$ cat config.mk
export PLATFORM = sky130hd
export DESIGN_NAME = dual_class_priority_request_queue_top
export DESIGN_NICKNAME = d
export VERILOG_FILES = /design/src/rtl/dcpq_pkg.sv /design/src/rtl/dcpq_ram.sv /design/src/rtl/dcpq_ctrl.sv /design/src/rtl/dcpq_datapath.sv /design/src/rtl/dual_class_priority_request_queue_top.sv
export SDC_FILE = /design/constraint.sdc
export NUM_CORES = 2
export LEC_CHECK = 0
export BUFFER_PORTS_ARGS = -buffer_cell sky130_fd_sc_hd__buf_2
export CORE_MARGIN = 1.5
export CORE_UTILIZATION = 45
export DETAILED_ROUTE_END_ITERATION = 16
export HOLD_SLACK_MARGIN = 0.08
export PLACE_DENSITY = 0.72
export SLEW_MARGIN = 20
export SYNTH_ARGS = -nofsm -noshare
export SYNTH_HDL_FRONTEND = slang
export SYNTH_SLANG_ARGS = --single-unit
$ cat constraint.sdc
create_clock -name clock -period 5.2 [get_ports clock]
set_clock_uncertainty 0.2 [all_clocks]
set_input_delay 0.52 -clock clock [delete_from_list [all_inputs] [get_ports clock]]
set_output_delay 0.52 -clock clock [all_outputs]
set_load 0.005 [all_outputs]
$ cat src/rtl/dcpq_pkg.sv
// shared types and constants for the two-class priority request queue
package dcpq_pkg;

   // default ring depth
   localparam int QUEUE_DEPTH_DEF = 16;

   // field widths
   localparam int CONN_W = 16;
   localparam int SEQ_W = 32;
   localparam int LEN_W = 13;
   localparam int STATUS_W = 2;
   localparam int COUNT_OUT_W = 5;
   localparam int CSR_IDX_W = 1;
   localparam int CSR_DATA_W = 5;
   localparam int MODE_W = 2;
   localparam int CAP_W = 5;

   // capacity after reset
   localparam logic [CAP_W-1:0] CAP_RESET = 5'd16;

   // word kind
   localparam logic KIND_PUSH = 1'b0;
   localparam logic KIND_POP = 1'b1;

   // stored descriptor
   typedef struct packed {
      logic [CONN_W-1:0] conn_id;
      logic [SEQ_W-1:0] seq_num;
      logic is_picture;
      logic [LEN_W-1:0] length;
   } desc_type;

   localparam int DESC_W = $bits(desc_type);

   // scheduling modes
   typedef enum logic [MODE_W-1:0] {
      MODE_ANY = 2'd0,
      MODE_FIFO = 2'd1,
      MODE_HPIC = 2'd2,
      MODE_HPHC = 2'd3
   } sched_mode_type;

   // result status codes
   typedef enum logic [STATUS_W-1:0] {
      ST_PUSHED = 2'd0,
      ST_POPPED = 2'd1,
      ST_FULL = 2'd2,
      ST_EMPTY = 2'd3
   } status_type;

   // register indexes
   typedef enum logic [CSR_IDX_W-1:0] {
      CSR_MODE = 1'b0,
      CSR_CAPACITY = 1'b1
   } csr_index_type;

   // controller states
   typedef enum logic {
      CS_IDLE = 1'b0,
      CS_RESP = 1'b1
   } ctrl_state_type;

   // commands from controller to datapath
   typedef struct packed {
      logic load;
      logic push_main;
      logic push_pic;
      logic pop_main;
      logic pop_pic;
      status_type status;
   } dp_cmd_type;

   // status from datapath to controller
   typedef struct packed {
      logic full;
      logic main_empty;
      logic pic_empty;
      logic prio;
      logic favor_pic;
   } dp_stat_type;

endpackage

$ cat src/rtl/dcpq_ram.sv
// generic single-write, single-read ram with registered read data
module dcpq_ram #(
   parameter int WIDTH = 8,
   parameter int DEPTH = 16
) (
   input logic clock,
   input logic wr_en,
   input logic [((DEPTH > 1) ? $clog2(DEPTH) : 1)-1:0] wr_addr,
   input logic [WIDTH-1:0] wr_data,
   input logic rd_en,
   input logic [((DEPTH > 1) ? $clog2(DEPTH) : 1)-1:0] rd_addr,
   output logic [WIDTH-1:0] rd_data
);

   logic [WIDTH-1:0] mem_ff [DEPTH];
   logic [WIDTH-1:0] rd_data_ff;

   // write port
   always_ff @(posedge clock) begin
      if (wr_en) begin
         mem_ff[wr_addr] <= wr_data;
      end
   end

   // registered read port
   always_ff @(posedge clock) begin
      if (rd_en) begin
         rd_data_ff <= mem_ff[rd_addr];
      end
   end

   assign rd_data = rd_data_ff;

endmodule

$ cat src/rtl/dcpq_ctrl.sv
// controller: decides the action of each word and marks the response cycle
module dcpq_ctrl (
   input logic clock,
   input logic reset,
   input logic start,
   output logic busy,
   input logic req_kind,
   input logic req_is_picture,
   input dcpq_pkg::dp_stat_type stat,
   output dcpq_pkg::dp_cmd_type cmd,
   output logic rsp_valid
);
   import dcpq_pkg::*;

   ctrl_state_type state_ff;
   ctrl_state_type state_in;
   logic accept;
   logic take_main;
   logic pop_ok;

   // a new word is taken in every cycle, the response follows in the next cycle
   assign busy = 1'b0;
   assign accept = start && !busy;

   // state register
   always_ff @(posedge clock) begin
      if (reset) begin
         state_ff <= CS_IDLE;
      end else begin
         state_ff <= state_in;
      end
   end

   // next state and commands
   always_comb begin
      cmd = '0;
      cmd.status = ST_PUSHED;
      take_main = 1'b1;
      pop_ok = 1'b1;
      rsp_valid = 1'b0;
      state_in = state_ff;

      // pop source selection
      if (!stat.prio) begin
         take_main = 1'b1;
         pop_ok = !stat.main_empty;
      end else if (stat.favor_pic) begin
         take_main = stat.pic_empty;
         pop_ok = !(stat.main_empty && stat.pic_empty);
      end else begin
         take_main = !stat.main_empty;
         pop_ok = !(stat.main_empty && stat.pic_empty);
      end

      case (state_ff)
         CS_IDLE: begin
            rsp_valid = 1'b0;
         end
         CS_RESP: begin
            rsp_valid = 1'b1;
         end
         default: begin
            rsp_valid = 1'b0;
         end
      endcase

      if (accept) begin
         cmd.load = 1'b1;
         state_in = CS_RESP;
         if (req_kind == KIND_PUSH) begin
            if (stat.full) begin
               cmd.status = ST_FULL;
            end else if (!stat.prio || !req_is_picture) begin
               cmd.push_main = 1'b1;
               cmd.status = ST_PUSHED;
            end else begin
               cmd.push_pic = 1'b1;
               cmd.status = ST_PUSHED;
            end
         end else begin
            if (!pop_ok) begin
               cmd.status = ST_EMPTY;
            end else if (take_main) begin
               cmd.pop_main = 1'b1;
               cmd.status = ST_POPPED;
            end else begin
               cmd.pop_pic = 1'b1;
               cmd.status = ST_POPPED;
            end
         end
      end else begin
         state_in = CS_IDLE;
      end
   end

endmodule

$ cat src/rtl/dcpq_datapath.sv
// datapath: config registers, ring pointers, counters, stores and response registers
module dcpq_datapath #(
   parameter int QUEUE_DEPTH = dcpq_pkg::QUEUE_DEPTH_DEF
) (
   input logic clock,
   input logic reset,
   input dcpq_pkg::dp_cmd_type cmd,
   output dcpq_pkg::dp_stat_type stat,
   input logic [dcpq_pkg::CONN_W-1:0] req_conn_id,
   input logic [dcpq_pkg::SEQ_W-1:0] req_seq_num,
   input logic req_is_picture,
   input logic [dcpq_pkg::LEN_W-1:0] req_request_length,
   input logic csr_write,
   input logic [dcpq_pkg::CSR_IDX_W-1:0] csr_index,
   input logic [dcpq_pkg::CSR_DATA_W-1:0] csr_data,
   output logic [dcpq_pkg::STATUS_W-1:0] rsp_status,
   output logic [dcpq_pkg::CONN_W-1:0] rsp_out_conn_id,
   output logic [dcpq_pkg::SEQ_W-1:0] rsp_out_seq_num,
   output logic rsp_out_is_picture,
   output logic [dcpq_pkg::LEN_W-1:0] rsp_out_length,
   output logic [dcpq_pkg::COUNT_OUT_W-1:0] rsp_page_count,
   output logic [dcpq_pkg::COUNT_OUT_W-1:0] rsp_picture_count
);
   import dcpq_pkg::*;

   localparam int PTR_W = (QUEUE_DEPTH > 1) ? $clog2(QUEUE_DEPTH) : 1;
   localparam int CNT_W = $clog2(QUEUE_DEPTH + 1);

   sched_mode_type mode_ff;
   logic [CAP_W-1:0] capacity_ff;
   logic [PTR_W-1:0] main_head_ff, main_tail_ff, pic_head_ff, pic_tail_ff;
   logic [CNT_W-1:0] main_count_ff, pic_count_ff;
   status_type rsp_status_ff;
   logic rsp_sel_main_ff;
   logic [CNT_W-1:0] eff_cap;
   logic [CNT_W:0] occupancy;
   desc_type wr_desc;
   desc_type main_rd, pic_rd, rsp_desc;

   // ring pointer step with wrap at the effective capacity
   function automatic logic [PTR_W-1:0] advance(input logic [PTR_W-1:0] p,
                                                input logic [CNT_W-1:0] cap);
      logic [PTR_W:0] n;
      n = {1'b0, p} + (PTR_W+1)'(1);
      if (32'(n) >= 32'(cap)) begin
         return '0;
      end
      return n[PTR_W-1:0];
   endfunction

   // effective capacity, clamped to one and to the ring depth
   always_comb begin
      if (capacity_ff == '0) begin
         eff_cap = CNT_W'(1);
      end else if (32'(capacity_ff) > 32'(QUEUE_DEPTH)) begin
         eff_cap = CNT_W'(QUEUE_DEPTH);
      end else begin
         eff_cap = CNT_W'(capacity_ff);
      end
   end

   // status toward the controller
   assign occupancy = {1'b0, main_count_ff} + {1'b0, pic_count_ff};
   assign stat.full = occupancy >= {1'b0, eff_cap};
   assign stat.main_empty = main_count_ff == '0;
   assign stat.pic_empty = pic_count_ff == '0;
   assign stat.prio = (mode_ff == MODE_HPIC) || (mode_ff == MODE_HPHC);
   assign stat.favor_pic = mode_ff == MODE_HPIC;

   // configuration registers
   always_ff @(posedge clock) begin
      if (reset) begin
         mode_ff <= MODE_ANY;
         capacity_ff <= CAP_RESET;
      end else if (csr_write) begin
         case (csr_index_type'(csr_index))
            CSR_MODE: mode_ff <= sched_mode_type'(csr_data[MODE_W-1:0]);
            CSR_CAPACITY: capacity_ff <= csr_data[CAP_W-1:0];
            default: begin
               mode_ff <= mode_ff;
            end
         endcase
      end
   end

   // ring pointers and occupancy counters
   always_ff @(posedge clock) begin
      if (reset) begin
         main_head_ff <= '0;
         main_tail_ff <= '0;
         pic_head_ff <= '0;
         pic_tail_ff <= '0;
         main_count_ff <= '0;
         pic_count_ff <= '0;
      end else begin
         if (cmd.push_main) begin
            main_tail_ff <= advance(main_tail_ff, eff_cap);
            main_count_ff <= main_count_ff + CNT_W'(1);
         end
         if (cmd.pop_main) begin
            main_head_ff <= advance(main_head_ff, eff_cap);
            main_count_ff <= main_count_ff - CNT_W'(1);
         end
         if (cmd.push_pic) begin
            pic_tail_ff <= advance(pic_tail_ff, eff_cap);
            pic_count_ff <= pic_count_ff + CNT_W'(1);
         end
         if (cmd.pop_pic) begin
            pic_head_ff <= advance(pic_head_ff, eff_cap);
            pic_count_ff <= pic_count_ff - CNT_W'(1);
         end
      end
   end

   // descriptor to store
   always_comb begin
      wr_desc.conn_id = req_conn_id;
      wr_desc.seq_num = req_seq_num;
      wr_desc.is_picture = req_is_picture;
      wr_desc.length = req_request_length;
   end

   // main queue store
   dcpq_ram #(
      .WIDTH(DESC_W),
      .DEPTH(QUEUE_DEPTH)
   ) u_main_ram (
      .clock(clock),
      .wr_en(cmd.push_main),
      .wr_addr(main_tail_ff),
      .wr_data(wr_desc),
      .rd_en(cmd.pop_main),
      .rd_addr(main_head_ff),
      .rd_data(main_rd)
   );

   // picture queue store
   dcpq_ram #(
      .WIDTH(DESC_W),
      .DEPTH(QUEUE_DEPTH)
   ) u_pic_ram (
      .clock(clock),
      .wr_en(cmd.push_pic),
      .wr_addr(pic_tail_ff),
      .wr_data(wr_desc),
      .rd_en(cmd.pop_pic),
      .rd_addr(pic_head_ff),
      .rd_data(pic_rd)
   );

   // response status and source select
   always_ff @(posedge clock) begin
      if (cmd.load) begin
         rsp_status_ff <= cmd.status;
         rsp_sel_main_ff <= cmd.pop_main;
      end
   end

   // popped descriptor, zero for any other status
   always_comb begin
      if (rsp_status_ff == ST_POPPED) begin
         rsp_desc = rsp_sel_main_ff ? main_rd : pic_rd;
      end else begin
         rsp_desc = '0;
      end
   end

   assign rsp_status = rsp_status_ff;
   assign rsp_out_conn_id = rsp_desc.conn_id;
   assign rsp_out_seq_num = rsp_desc.seq_num;
   assign rsp_out_is_picture = rsp_desc.is_picture;
   assign rsp_out_length = rsp_desc.length;
   assign rsp_page_count = COUNT_OUT_W'(main_count_ff);
   assign rsp_picture_count = COUNT_OUT_W'(pic_count_ff);

endmodule

$ cat src/rtl/dual_class_priority_request_queue_top.sv
// two-class priority request queue: top level
// a word that is taken has its response on the rsp ports in the next cycle
// one word is taken per cycle and busy stays low; the store read is registered
// responses are never held off: each stands for exactly one cycle with rsp_valid
// reset (synchronous, active high) empties both queues, sets mode any and capacity 16
// store contents are not cleared by reset; no clearing pass is needed
module dual_class_priority_request_queue_top #(
   parameter int QUEUE_DEPTH = dcpq_pkg::QUEUE_DEPTH_DEF
) (
   input logic clock,
   input logic reset,
   input logic start,
   output logic busy,
   input logic req_kind,
   input logic [dcpq_pkg::CONN_W-1:0] req_conn_id,
   input logic [dcpq_pkg::SEQ_W-1:0] req_seq_num,
   input logic req_is_picture,
   input logic [dcpq_pkg::LEN_W-1:0] req_request_length,
   output logic rsp_valid,
   output logic [dcpq_pkg::STATUS_W-1:0] rsp_status,
   output logic [dcpq_pkg::CONN_W-1:0] rsp_out_conn_id,
   output logic [dcpq_pkg::SEQ_W-1:0] rsp_out_seq_num,
   output logic rsp_out_is_picture,
   output logic [dcpq_pkg::LEN_W-1:0] rsp_out_length,
   output logic [dcpq_pkg::COUNT_OUT_W-1:0] rsp_page_count,
   output logic [dcpq_pkg::COUNT_OUT_W-1:0] rsp_picture_count,
   input logic csr_valid,
   output logic csr_ready,
   input logic [dcpq_pkg::CSR_IDX_W-1:0] csr_index,
   input logic [dcpq_pkg::CSR_DATA_W-1:0] csr_data
);
   import dcpq_pkg::*;

   dp_cmd_type cmd;
   dp_stat_type stat;

   // register writes are always taken
   assign csr_ready = 1'b1;

   // controller
   dcpq_ctrl u_ctrl (
      .clock(clock),
      .reset(reset),
      .start(start),
      .busy(busy),
      .req_kind(req_kind),
      .req_is_picture(req_is_picture),
      .stat(stat),
      .cmd(cmd),
      .rsp_valid(rsp_valid)
   );

   // datapath
   dcpq_datapath #(
      .QUEUE_DEPTH(QUEUE_DEPTH)
   ) u_datapath (
      .clock(clock),
      .reset(reset),
      .cmd(cmd),
      .stat(stat),
      .req_conn_id(req_conn_id),
      .req_seq_num(req_seq_num),
      .req_is_picture(req_is_picture),
      .req_request_length(req_request_length),
      .csr_write(csr_valid && csr_ready),
      .csr_index(csr_index),
      .csr_data(csr_data),
      .rsp_status(rsp_status),
      .rsp_out_conn_id(rsp_out_conn_id),
      .rsp_out_seq_num(rsp_out_seq_num),
      .rsp_out_is_picture(rsp_out_is_picture),
      .rsp_out_length(rsp_out_length),
      .rsp_page_count(rsp_page_count),
      .rsp_picture_count(rsp_picture_count)
   );

endmodule

==> results by group <==
Status
  – Status: finished, final reports clean

STA
  – Endpoints failing setup: 0
  – Max-slew headroom: 0.334
  – Fin crit share: 0.882
  – Setup TNS: 0 ns
  – Fin. Hold Viols: 0
  – FMAX: between 200 and 250 MHz
  – Final max-slew violation count: 0
  – Period minus WS final: around 4.6 ns
  – RSZ-0062 raised after global routing: no
  – Worst slew pin tran: about 1.0 ns

Clocking
  – TritonCTS Buffers: ~200
  – CTS root buf: clkbuf_16
  – CTS tree: built
  – CTS Sinks: 2145
  – Bufs on Longest Clock Path: 3
  – Number of H-tree levels: 4
  – Resize count post-CTS: 0
  – Clock transition at path regs: 0.06 ns
  – Clock Latency Late Sink: ~0.85 ns

Setup path
  – CP max-delay cell: and3_1
  – Crit. Startpoint: u_datapath.rsp_page_count[0]
  – Worst r2r src: u_datapath.rsp_page_count[0]
  – Arr. time, crit path: about 5 ns
  – CP cell instances: ha_1 -> fa_1 -> a21o_1 -> a21oi_1 -> xnor2_1 -> ha_1 -> nor3_1 -> o311a_1 -> and3_1 -> and3_4 -> buf_4
  – Top cell by count, worst path: ha_1
  – Critical path class: register to register
  – Worst Path Required: 5.50 ns
  – R2R Path End: u_datapath.u_main_ram.mem_ff[1][40]
  – R2R depth: 11
  – R2r setup slk: between 0.6 and 0.7 ns
  – Crit path capture type: register
  – Crit path launch type: register
  – Critical path's largest stage delay: around 0.84 ns
  – Crit Path Max Fanout: 25

Yosys
  – Synthesized area: about 0.08 mm^2
  – Synthesized net count: roughly 3.5k
  – Sequential-to-total area share from yosys stat: 0.784
  – Avg Cell Area, Syn: between 20 and 25 um^2
  – Syn Inst Count: 3368
  – Yosys warning total: 0
  – Post-synth EDFFs: around 2.1k
  – Count leader, synth: edfxtp_1
  – Top cell type's share of synthesized area: 0.775
  – Top cells by area, synth: edfxtp_1 (78%), mux4_2 (17%), dfxtp_1 (0.83%)
  – Post-synth top cells: edfxtp_1 (2111), mux4_2 (620), clkbuf_1 (94), nor2_1 (88), mux2i_1 (66)
  – Prevailing post-synth register cell: edfxtp_1
  – Async SR Flop Fraction: 0
  – Synth cell types: 50
  – Synthesis-stage register bit count: approximately 2.1k
  – Area leader, netlist: edfxtp_1

Floorplan
  – Core box area: 0.181 mm^2
  – FP Rows: roughly 160
  – Die Footprint: between 0.15 and 0.2 mm^2
  – Ports: 150
  – Die height: around 430 um
  – Starting density of the core: 0.453
  – Die width: roughly 430 um

Place
  – Port buffer count: between 100 and 150
  – Final Wtd Congestion: a little under 0.8
  – Dpl cells: between 5k and 6k
  – DPL Wire Length: 107000 um
  – Placed inst area: just under 0.09 mm^2

Final layout
  – Synthesis-to-layout area growth: 14.5%
  – Multi-input logic area: 0.0171 mm^2
  – FF/Latch Area: between 0.06 and 0.07 mm^2
  – Fin area: about 0.094 mm^2
  – Finished Layout Cells: 6274
  – Filler instances: between 10k and 15k
  – Nets: slightly below 4k
  – Share of cells above drive strength 1: 0.304

Routing
  – Wirelength per Cell: 29.6 um
  – Total routed wirelength: 185000 um
  – Detail Route Antenna Nets: 0
  – Remaining routing DRC violations: 0
  – Vias: about 37k
  – First-pass DRT Iterations: 6
  – DR vias/cell: a little under 6
  – DR iter-0 viols: ~3.9k

Pwr
  – VDD IR max: roughly 0.38 mV
  – Pleak: 28.7 nW
  – PD cells: 384 mW/mm^2

Global routing
  – Largest net degree at the start of global routing: slightly above 90
  – Initial antenna violation count: 7
  – GRT Residual Overflow: 0
  – First-pass GRT wire length: approximately 270000 um
  – Vias in the first global route: approximately 38k
  – GRT Util Overall: 0.203

Min path
  – Hold Path Class: register to register
  – Hold path depth: 2
  – Hold Path Sink: u_datapath.main_tail_ff[1]
  – Worst hold start: u_datapath.main_tail_ff[1]

Job
  – Total of max-cap violations: 0
layout by cell type, fill, tap and decap left out, types with 35 or more instances in the layout:
cell           instances
clkbuf_16            201
nor2_1                88
mux2i_1               66
dlygate4sd3_1         85
ha_1                  47
buf_2                147
clkinv_2              35
buf_12                62
buf_4                 40
edfxtp_1            2111
clkbuf_1              49
mux4_2               620
clkinv_1              50
flip-flops by register name (all words and copies together), names as in the netlist:
name,cells
u_datapath.main_tail_ff,4
u_datapath.u_pic_ram.mem_ff,992
u_datapath.rsp_status,2
u_datapath.u_main_ram.mem_ff,992
u_datapath.pic_tail_ff,4
u_datapath.mode_ff,2
u_ctrl.state_ff,1
u_datapath.rsp_picture_count,5
u_datapath.u_pic_ram.rd_data,62
u_datapath.main_head_ff,4
u_datapath.rsp_page_count,5
u_datapath.rsp_sel_main_ff,1
u_datapath.pic_head_ff,4
u_datapath.u_main_ram.rd_data,62
u_datapath.capacity_ff,5
worst max-delay path by stage:
stage / endpoint / slack, ns / cells past startpoint
final: u_datapath.u_main_ram.mem_ff[1][40] / 0.61 / 11
after global routing: u_datapath.u_main_ram.mem_ff[1][40] / 0.32 / 11
after CTS: u_datapath.u_main_ram.mem_ff[1][40] / 0.64 / 11
after detailed placement: u_datapath.u_main_ram.mem_ff[8][5] / 0.67 / 11
after global placement: u_datapath.u_main_ram.mem_ff[8][10] / 0.70 / 11
after floorplan: u_datapath.u_pic_ram.mem_ff[11][0] / 0.57 / 11
power breakdown:
part | total (mW) | switching, mW | internal (mW)
logic | 2.53 | 1.43 | 1.10
registers | 19.4 | 0.151 | 19.3
clock network | 14.0 | 6.35 | 7.66
critical path: cells and delay by family, from the launching register on:
kind | cells | cell delay, ns
buffers and inverters | 1 | 0.33
adder cells (fa/ha/maj) | 3 | 0.85
flip-flops | 1 | 0.36
AND/OR/NAND/NOR | 3 | 1.73
XOR/XNOR | 1 | 0.10
AO/OA/AOI/OAI | 3 | 0.64
kinds of logic after synthesis:
logic type      share of synthesized area
other cells                     0.0000919
mux                                 0.179
buf+inv                           0.00927
simple gates                       0.0129
compound gates                    0.00554
flops                               0.784
xor+xnor                          0.00171
fa+ha+maj                         0.00793
routing by layer:
layer	wire [um]	GRT usage	vias up
met2	93500	0.336	1606
li1	-	-	15200
met4	6190	0.0698	8
met5	57	0	-
met3	12600	0.0347	304
met1	73100	0.273	20000
cell type report:
cell class / count / area share
Antenna cell: 1 / 0.0000267
Clock buffer: 250 / 0.0557
Clock inverter: 118 / 0.0114
Inverter: 17 / 0.000762
Multi-Input combinational cell: 1039 / 0.183
Sequential cell: 2145 / 0.684
Tap cell: 2370 / 0.0317
Timing Repair Buffer: 334 / 0.0334
metrics by stage:
| step | hold WS (ns) | power (mW) | setup WS (ns) | util |
|---|---|---|---|---|
| 4_1_cts | 0.310 | 36.3 | 0.641 | 0.519 |
| 6_report | 0.341 | 36.0 | 0.611 | 0.519 |
| 5_1_grt | 0.343 | 37.1 | 0.321 | 0.519 |
| 3_5_place_dp | 0.260 | 22.3 | 0.672 | 0.479 |
| 3_3_place_gp | 0.262 | 22.3 | 0.698 | 0.479 |
| 2_1_floorplan | 0.237 | 21.3 | 0.570 | - |
what timing repair did:
action,4_1_cts,5_1_grt
buffers inserted,0,0
hold endpoints to repair,2009,0
hold buffers,85,0
Note: power is estimated with default switching activity, not from simulation.
